File: config.mk
export PLATFORM = sky130hd
export DESIGN_NAME = packed_kmer_minimum
export DESIGN_NICKNAME = d
export VERILOG_FILES = /design/src/sv/pkm_pkg.sv /design/src/sv/pkm_scan.sv /design/src/sv/packed_kmer_minimum.sv
export SDC_FILE = /design/constraint.sdc
export NUM_CORES = 1
export LEC_CHECK = 0
export ABC_AREA = 1
export ABC_CLOCK_PERIOD_IN_PS = 7300
export BUFFER_PORTS_ARGS = -buffer_cell sky130_fd_sc_hd__buf_2
export CORE_UTILIZATION = 25
export DETAILED_ROUTE_END_ITERATION = 8
export PLACE_DENSITY = 0.43
export SYNTH_ARGS = -nofsm -noshare
export SYNTH_HDL_FRONTEND = slang
export SYNTH_SLANG_ARGS = --single-unit
export TNS_END_PERCENT = 50
File: constraint.sdc
create_clock -name clock -period 7.3 [get_ports clock]
set_input_delay 0.365 -clock clock [delete_from_list [all_inputs] [get_ports clock]]
set_output_delay 0.365 -clock clock [all_outputs]
set_load 0.01 [all_outputs]
File: src/sv/pkm_pkg.sv
// ----------------------------------------------------------------------------
// pkm_pkg
// Types and constants shared by the packed k-mer minimum block.
// ----------------------------------------------------------------------------
package pkm_pkg;

   localparam longint unsigned MAX_LEN_DEFAULT = 64'd65536;

   localparam int CHAR_WIDTH   = 8;
   localparam int VALUE_WIDTH  = 32;
   localparam int POS_WIDTH    = 16;
   localparam int KLEN_WIDTH   = 5;
   localparam int CSR_IDX_WIDTH = 1;
   localparam int CSR_DATA_WIDTH = 5;

   localparam logic [KLEN_WIDTH-1:0] KLEN_MIN   = 5'd1;
   localparam logic [KLEN_WIDTH-1:0] KLEN_MAX   = 5'd16;
   localparam logic [KLEN_WIDTH-1:0] KLEN_RESET = 5'd16;
   localparam logic [1:0]            COMP_XOR   = 2'd2;

   typedef enum logic [CSR_IDX_WIDTH-1:0] {
      CSR_KMER_LENGTH  = 1'b0,
      CSR_REVERSE_MODE = 1'b1
   } csr_index_type;

   typedef struct packed {
      logic [CHAR_WIDTH-1:0] base_char;
      logic                  last_char;
   } req_type;

   typedef struct packed {
      logic [VALUE_WIDTH-1:0] min_value;
      logic [POS_WIDTH-1:0]   min_position;
      logic                   found;
   } rsp_type;

   typedef struct packed {
      logic [KLEN_WIDTH-1:0] kmer_length;
      logic                  reverse_mode;
   } cfg_type;

endpackage

File: src/sv/pkm_scan.sv
// ----------------------------------------------------------------------------
// pkm_scan
// Per-string scan state: packed window, character count and running minimum.
// ----------------------------------------------------------------------------
module pkm_scan #(
   parameter longint unsigned MAX_LEN = pkm_pkg::MAX_LEN_DEFAULT
) (
   input  logic              clock,
   input  logic              reset,
   input  logic              step,
   input  pkm_pkg::req_type  item,
   input  pkm_pkg::cfg_type  cfg,
   output pkm_pkg::rsp_type  result
);

   localparam logic [pkm_pkg::POS_WIDTH-1:0] COUNT_CAP =
      (MAX_LEN - 64'd1 > 64'd65535) ? 16'hFFFF : 16'(MAX_LEN - 64'd1);

   logic [pkm_pkg::VALUE_WIDTH-1:0] window_ff, window_in;
   logic [pkm_pkg::POS_WIDTH-1:0]   count_ff, count_in;
   logic [pkm_pkg::VALUE_WIDTH-1:0] best_ff, best_in;
   logic [pkm_pkg::POS_WIDTH-1:0]   start_ff, start_in;
   logic                            any_ff, any_in;

   logic [pkm_pkg::KLEN_WIDTH-1:0]  k_eff;
   logic [1:0]                      code;
   logic [5:0]                      k_shift;
   logic [pkm_pkg::VALUE_WIDTH-1:0] mask;
   logic [pkm_pkg::VALUE_WIDTH-1:0] window_new;
   logic [pkm_pkg::POS_WIDTH-1:0]   count_new;
   logic [pkm_pkg::POS_WIDTH-1:0]   k_wide;
   logic                            win_full;
   logic                            take;

   always_comb begin
      if (cfg.kmer_length < pkm_pkg::KLEN_MIN) begin
         k_eff = pkm_pkg::KLEN_MIN;
      end else if (cfg.kmer_length > pkm_pkg::KLEN_MAX) begin
         k_eff = pkm_pkg::KLEN_MAX;
      end else begin
         k_eff = cfg.kmer_length;
      end
   end

   assign code    = item.base_char[2:1];
   assign k_shift = {k_eff, 1'b0};
   assign k_wide  = {{(pkm_pkg::POS_WIDTH-pkm_pkg::KLEN_WIDTH){1'b0}}, k_eff};

   // full width at k of 16, otherwise the low 2k bits
   assign mask = (k_eff >= pkm_pkg::KLEN_MAX) ? '1 : ~({pkm_pkg::VALUE_WIDTH{1'b1}} << k_shift);

   always_comb begin
      if (cfg.reverse_mode) begin
         window_new = (((window_ff & mask) >> 2)
                      | ({30'd0, code ^ pkm_pkg::COMP_XOR} << (k_shift - 6'd2))) & mask;
      end else begin
         window_new = ((window_ff << 2) | {30'd0, code}) & mask;
      end
   end

   assign count_new = (count_ff < COUNT_CAP) ? count_ff + 16'd1 : count_ff;
   assign win_full  = (count_new >= k_wide);
   assign take      = win_full && (window_new < best_ff);

   always_comb begin
      result.min_value    = take ? window_new : best_ff;
      result.min_position = take ? count_new - k_wide : start_ff;
      result.found        = any_ff | win_full;
   end

   always_comb begin
      window_in = window_ff;
      count_in  = count_ff;
      best_in   = best_ff;
      start_in  = start_ff;
      any_in    = any_ff;
      if (step) begin
         if (item.last_char) begin
            window_in = '0;
            count_in  = '0;
            best_in   = '1;
            start_in  = '0;
            any_in    = 1'b0;
         end else begin
            window_in = window_new;
            count_in  = count_new;
            best_in   = result.min_value;
            start_in  = result.min_position;
            any_in    = result.found;
         end
      end
   end

   always_ff @(posedge clock) begin
      if (reset) begin
         window_ff <= '0;
         count_ff  <= '0;
         best_ff   <= '1;
         start_ff  <= '0;
         any_ff    <= 1'b0;
      end else begin
         window_ff <= window_in;
         count_ff  <= count_in;
         best_ff   <= best_in;
         start_ff  <= start_in;
         any_ff    <= any_in;
      end
   end

endmodule

File: src/sv/packed_kmer_minimum.sv
// ----------------------------------------------------------------------------
// packed_kmer_minimum
// Minimum 2-bit packed k-mer of a character stream, forward or
// reverse-complement, with the start position of its first occurrence.
// ----------------------------------------------------------------------------
// One character is taken per clock cycle while req_stall is low. Each
// character passes an input register and then the window update and
// compare against the running minimum; the character marking the end of a
// string, once out of the input register, loads the result register. A
// waiting result does not block the stream: only a second end-of-string
// character that meets a stalled result holds the input. The kmer_length
// and reverse_mode registers are written through the csr port; the user must
// write them only while the block is idle, and the block does not enforce it.
module packed_kmer_minimum #(
   parameter longint unsigned MAX_LEN = pkm_pkg::MAX_LEN_DEFAULT
) (
   input  logic                                clock,
   input  logic                                reset,
   input  logic                                req_valid,
   output logic                                req_stall,
   input  pkm_pkg::req_type                    req_data,
   output logic                                rsp_valid,
   input  logic                                rsp_stall,
   output pkm_pkg::rsp_type                    rsp_data,
   input  logic                                csr_valid,
   output logic                                csr_ready,
   input  logic [pkm_pkg::CSR_IDX_WIDTH-1:0]   csr_index,
   input  logic [pkm_pkg::CSR_DATA_WIDTH-1:0]  csr_data
);

   pkm_pkg::cfg_type cfg_ff, cfg_in;
   logic             in_valid_ff, in_valid_in;
   pkm_pkg::req_type in_data_ff, in_data_in;
   logic             out_valid_ff, out_valid_in;
   pkm_pkg::rsp_type out_data_ff, out_data_in;
   pkm_pkg::rsp_type result;
   logic             advance;
   logic             req_take;

   assign csr_ready = 1'b1;

   always_comb begin
      cfg_in = cfg_ff;
      if (csr_valid && csr_ready) begin
         case (pkm_pkg::csr_index_type'(csr_index))
            pkm_pkg::CSR_KMER_LENGTH:  cfg_in.kmer_length  = csr_data;
            pkm_pkg::CSR_REVERSE_MODE: cfg_in.reverse_mode = csr_data[0];
            default:                   cfg_in = cfg_ff;
         endcase
      end
   end

   // an end-of-string item needs the result slot free or draining
   assign advance   = in_valid_ff && (!in_data_ff.last_char || !out_valid_ff || !rsp_stall);
   assign req_stall = in_valid_ff && !advance;
   assign req_take  = req_valid && !req_stall;

   always_comb begin
      in_valid_in = in_valid_ff;
      in_data_in  = in_data_ff;
      if (req_take) begin
         in_valid_in = 1'b1;
         in_data_in  = req_data;
      end else if (advance) begin
         in_valid_in = 1'b0;
      end
   end

   pkm_scan #(
      .MAX_LEN (MAX_LEN)
   ) u_scan (
      .clock  (clock),
      .reset  (reset),
      .step   (advance),
      .item   (in_data_ff),
      .cfg    (cfg_ff),
      .result (result)
   );

   always_comb begin
      out_valid_in = out_valid_ff;
      out_data_in  = out_data_ff;
      if (advance && in_data_ff.last_char) begin
         out_valid_in = 1'b1;
         out_data_in  = result;
      end else if (!rsp_stall) begin
         out_valid_in = 1'b0;
      end
   end

   assign rsp_valid = out_valid_ff;
   assign rsp_data  = out_data_ff;

   always_ff @(posedge clock) begin
      if (reset) begin
         cfg_ff.kmer_length  <= pkm_pkg::KLEN_RESET;
         cfg_ff.reverse_mode <= 1'b0;
         in_valid_ff         <= 1'b0;
         out_valid_ff        <= 1'b0;
      end else begin
         cfg_ff       <= cfg_in;
         in_valid_ff  <= in_valid_in;
         out_valid_ff <= out_valid_in;
      end
   end

   always_ff @(posedge clock) begin
      in_data_ff  <= in_data_in;
      out_data_ff <= out_data_in;
   end

endmodule
* Yosys cells after proc, flatten, opt, wreduce, memory -nomap -nowiden *
Index checks and enable logic that the tools add are counted.

storage, ports and cells
  input port bits = 20
  word-level logic and storage cells = 66
  bits in registers = 158
  output and inout bits = 52

cells by class
  bitwise logic cells = 9
  $add $sub $neg = 3
  shift-type cells = 2
  equality and inequality tests = 1
  $lt $le $gt $ge = 6
  muxes and demuxes = 16
  reductions and logical operators = 15

operators with widths
  operator                                                                       count
  32-bit two-way mux                                                             5
  32-bit AND                                                                     3
  16-bit two-way mux                                                             4
  32-bit less-than comparator                                                    1
  32-bit inverter                                                                1
  30-bit by 32-bit bitwise OR with 32-bit output                                 1
  32-bit by 2-bit bitwise OR with 32-bit output                                  1
  2-bit by 6-bit left shift with 32-bit output                                   1
  32-bit by 6-bit left shift with 32-bit output (first input constant)           1
  16-bit by 1-bit adder with 16-bit output (second input constant)               1
  16-bit by 5-bit >= comparator with 1-bit output                                1
  16-bit less-than comparator (second input constant)                            1
  16-bit by 5-bit subtractor with 16-bit output                                  1
  5-bit two-way mux                                                              2
  6-bit by 2-bit subtractor with 6-bit output (second input constant)            1
  5-bit >= comparator (second input constant)                                    1
  5-bit > comparator (second input constant)                                     1
  1-bit logical AND                                                              5
  1-bit zero test                                                                5
  5-bit by 1-bit less-than comparator with 1-bit output (second input constant)  1
  1-bit two-way mux                                                              5
  2-bit AND reduction                                                            2
  1-bit logical OR                                                               2
  2-bit by 1-bit != test with 1-bit output (second input constant)               1
  other kinds (3)                                                                4

* Depth between registers and ports, before layout *
  depth in word-level cells = 14
  mapped depth = 30
  gate-level depth less buffers = 27

* By module *
A second synthesis with hierarchy kept.

unflattened totals
  cell total of the unflattened synthesis = 1212
  area, all modules = 9077.5 sq um

modules (own cells, without submodules)
  module               cells an instance  instances  area an instance (sq um)  seq. area each (sq um)
  pkm_scan             1105               1          7000.5                    1941.9
  packed_kmer_minimum  107                1          2077.0                    1901.8

* Worst setup path after synthesis *
Ideal clock, no wire load.

  kind = reg2reg
  from = register cfg_ff[2] (netlist bit)
  to = register out_data_ff (netlist bit rsp_data[13]) (data pin)
  slack = 3.481 ns
  cell stages (with the launch flop) = 23
  arrival time = 3.564 ns
  data required time = 7.045 ns
  path through = dfxtp_1 > nor2_1 > nand2_4 > nand2_4 > nor2_1 > inv_1 > ha_1 > buf_2 > inv_1 > nor2_1 > nand2_1 > a221oi_1 > ha_1 > nand2_1 > nor2_1 > a211oi_1 > o221a_2 > o21a_1 > nand2_1 > inv_2 > clkbuf_1 > nand3_1 > and2_1

RTL lines
  what                    RTL line                    text
  from (decl)             packed_kmer_minimum.sv:31   pkm_pkg::cfg_type cfg_ff, cfg_in;
  from (signal assigned)  packed_kmer_minimum.sv:101  cfg_ff <= cfg_in;
  to (signal assigned)    packed_kmer_minimum.sv:109  out_data_ff <= out_data_in;
  to (decl)               packed_kmer_minimum.sv:35   pkm_pkg::rsp_type out_data_ff, out_data_in;

==> impl_metrics.tcl <==
set metrics [dict create \
    syn_inst 1215 \
    worstPathRequired_ns 7.47 \
    cts.repair.resized 0 \
    dr.pass1.iters 6 \
    cts_max_level 4 \
    diodes 0 \
    synth_ff_type "dfxtp_1" \
    yosysMostFrequentCell "nand2_1" \
    final_layout_size_suffix_gt1_share_pct 14.2 \
    cts_root_buf "clkbuf_16" \
    postCtsSetupBuffers 0 \
    die-area_um2 36700 \
    r2r-start "cfg_ff[5]$_SDFFE_PP1P_" \
    clockPowerShare_pct 42.7 \
    dp.cells 1694 \
    ant_nets 0 \
    num_rows 69 \
    setup_viol 0 \
    cts_buffer_depth 2 \
    nets 1310 \
    antenna_found_initial 2 \
    hold_viol_final 0 \
    start_util_pct 25.3 \
    synth_seq_cells 157 \
    power_switching_mw 0.582 \
    synth_edf_count 52 \
    port_buffers 64 \
    hold_start "req_data[0]" \
    seq_power_share_pct 44.4 \
    ctsHoldBuffers 0 \
    ys_top_cells_by_count "nand2_1, a21oi_1, inv_1, dfxtp_1, nand3_1" \
    die_w_um 191 \
    fin_setup_tns_ns 0 \
    synth-async-reset-ratio_pct 0 \
    routed_wl_mm 24.7 \
    timing.fmax_mhz 177 \
    path_clk_slew_ns 0.07 \
    yosysWarnings 0 \
    grt_pass1_wl_mm 39.6 \
    rsz0062_at_grt "no" \
    synth.top_cells.by_area "dfxtp_1, edfxtp_1, nand2_1, a21oi_1, inv_1" \
    syn_area_um2 8970 \
    crit_arrival_ns 5.81 \
    grt_max_degree 89 \
    min_to "in_data_ff[0]$_DFFE_PP_" \
    synth.avg_cell_area_um2 7.38 \
    gr-usage-all-layers_pct 13.9 \
    ys_types 49 \
    relSlewSlack_pct 23.9 \
    cts.sinks 157 \
    ir_drop_mv 0.110 \
    syn_nets 1273 \
    fin_skew_ns 0.0128 \
    power_leakage_nw 4.41 \
    vias 7747 \
    p_per_area_nw_per_um2 211 \
    gp_congestion 0.865 \
    area_growth_pct 14.2 \
    whs_path_depth 1 \
    cp-start-kind "register" \
    crit_fanout 67 \
    ff2ff_path_depth 21 \
    fill_cells 3813 \
    status "completed" \
    drt-wirelength-per-cell_um 14.3 \
    drc_errors 0 \
    dieHeight_um 191 \
    hold_class "in -> reg" \
    r2r_slack_ns 1.66 \
    p_sw_share_pct 26.9 \
    maxSlewViolCount 0 \
    io_pins 72 \
    postLayoutCoreUtil_pct 28.9 \
    viasPerCell 4.49 \
    r2r_end "rsp_data[45]$_DFFE_PP_" \
    maxCapViolations 0 \
    drt_iter0_drc 405 \
    stdcell_area_um2 10200 \
    instances_no_fill 1726 \
    grt_pass1_vias 7320 \
    worst-setup-path-type "reg -> reg" \
    endpoint_kind "register" \
    fin_crit_sh_pct 77.2 \
    coreArea_um2 35500 \
    worstMarginPinSlew_ns 1.14 \
    p_comb_share_pct 12.9 \
    p_int_mw 1.58 \
    placed_area_um2 9640 \
    synth_area_leader_cell "dfxtp_1" \
    grt-ovfl-total 0 \
    min_period_ns 5.64 \
    insertion_delay_ns 0.44 \
    hpwlAfterDp_mm 17.9 \
    cts_tree "done" \
    ys_seq_area_share_pct 40.8 \
    netlist.area_leader.share_pct 23.4 \
    cts_inserted_buffers 17 \
]
flip-flops by register name, indices dropped and copies added, names as in the netlist:
register	flops
cfg_ff	6
in_data_ff	3
in_valid_ff	1
rsp_data	49
rsp_valid	1
u_scan.any_ff	1
u_scan.best_ff	32
u_scan.count_ff	16
u_scan.start_ff	16
u_scan.window_ff	32
worst max path at each step:
stage	to	from	slack [ns]
2_1_floorplan	rsp_data[13]$_DFFE_PP_	cfg_ff[2]$_SDFFE_PP0P_	3.48
3_3_place_gp	rsp_data[43]$_DFFE_PP_	cfg_ff[5]$_SDFFE_PP1P_	1.68
3_5_place_dp	rsp_data[45]$_DFFE_PP_	cfg_ff[5]$_SDFFE_PP1P_	1.72
4_1_cts	rsp_data[45]$_DFFE_PP_	cfg_ff[5]$_SDFFE_PP1P_	1.68
5_1_grt	u_scan.best_ff[19]$_SDFFE_PP1P_	cfg_ff[5]$_SDFFE_PP1P_	1.14
6_report	rsp_data[45]$_DFFE_PP_	cfg_ff[5]$_SDFFE_PP1P_	1.66
metrics by stage:
step / setup WS, ns / hold slack [ns] / power, mW
after floorplan: 3.48 / 0.437 / 1.19
after global placement: 1.68 / 0.451 / 1.26
after detailed placement: 1.72 / 0.453 / 1.26
after CTS: 1.68 / 0.102 / 2.20
after global routing: 1.14 / 0.106 / 2.27
final: 1.66 / 0.121 / 2.16
logic make-up (layout without fill, tap and decap cells):
family	count (synthesis)	in the layout	synth area share (%)
flops	157	157	40.8
xor+xnor	17	17	1.66
buf+inv	199	249	9.37
fa+ha+maj	38	38	5.30
simple gates	556	556	27.5
other cells	1	1	0.0418
compound gates	247	247	15.3
per-layer routing:
layer  routed length, µm  global-route usage, %
met5                  19                      0
met2               10800                   21.4
met4                 418                   4.76
met3                 602                   2.39
met1               12800                   19.5
power by group through the flow:
stage	Sequential [mW]	Clock (mW)	Combinational [mW]
after floorplan	0.979	0	0.209
after global placement	0.977	0	0.282
after detailed placement	0.978	0	0.285
after CTS	0.959	0.953	0.286
after global routing	0.962	0.988	0.321
final	0.959	0.923	0.279
layout by cell type, fill, tap and decap left out, types with 11 or more instances in the layout:
cell,instances
nand2_2,21
dfxtp_1,105
nand3_1,66
inv_1,136
o21ai_1,32
clkbuf_16,17
nand4_1,12
nand2_1,341
xor2_1,11
o21ai_0,27
ha_1,38
edfxtp_1,52
o21ai_2,12
and2_1,13
buf_2,64
a21oi_1,141
nor2_1,58
cell type report:
cell class	instances	area, µm²	share of cell area [%]
inverters	147	554	5.41
repair buffers	70	365	3.57
clock buffers	21	460	4.49
clock inverters	11	143	1.39
flip-flops and latches	157	3660	35.8
well taps	461	577	5.63
multi-input cells	859	4480	43.8
worst max-delay path: stages, from the launching register on:
cell      delay, ns
dfxtp_1        0.61
inv_4          0.16
nand2_1        0.16
nand2_4        0.08
nor2_1         0.13
inv_1          0.07
ha_1           0.43
inv_1          0.19
nor2_1         0.26
nand2_1        0.11
a221oi_1       0.56
ha_1           0.34
nand2_1        0.09
nor2_1         0.05
a211oi_1       0.17
o221a_2        0.24
o21a_1         0.20
nand2_1        0.09
inv_2          0.24
nand2_4        0.46
o21ai_1        0.53
inv_1          0.10
Power figures use the tool's default switching activity.
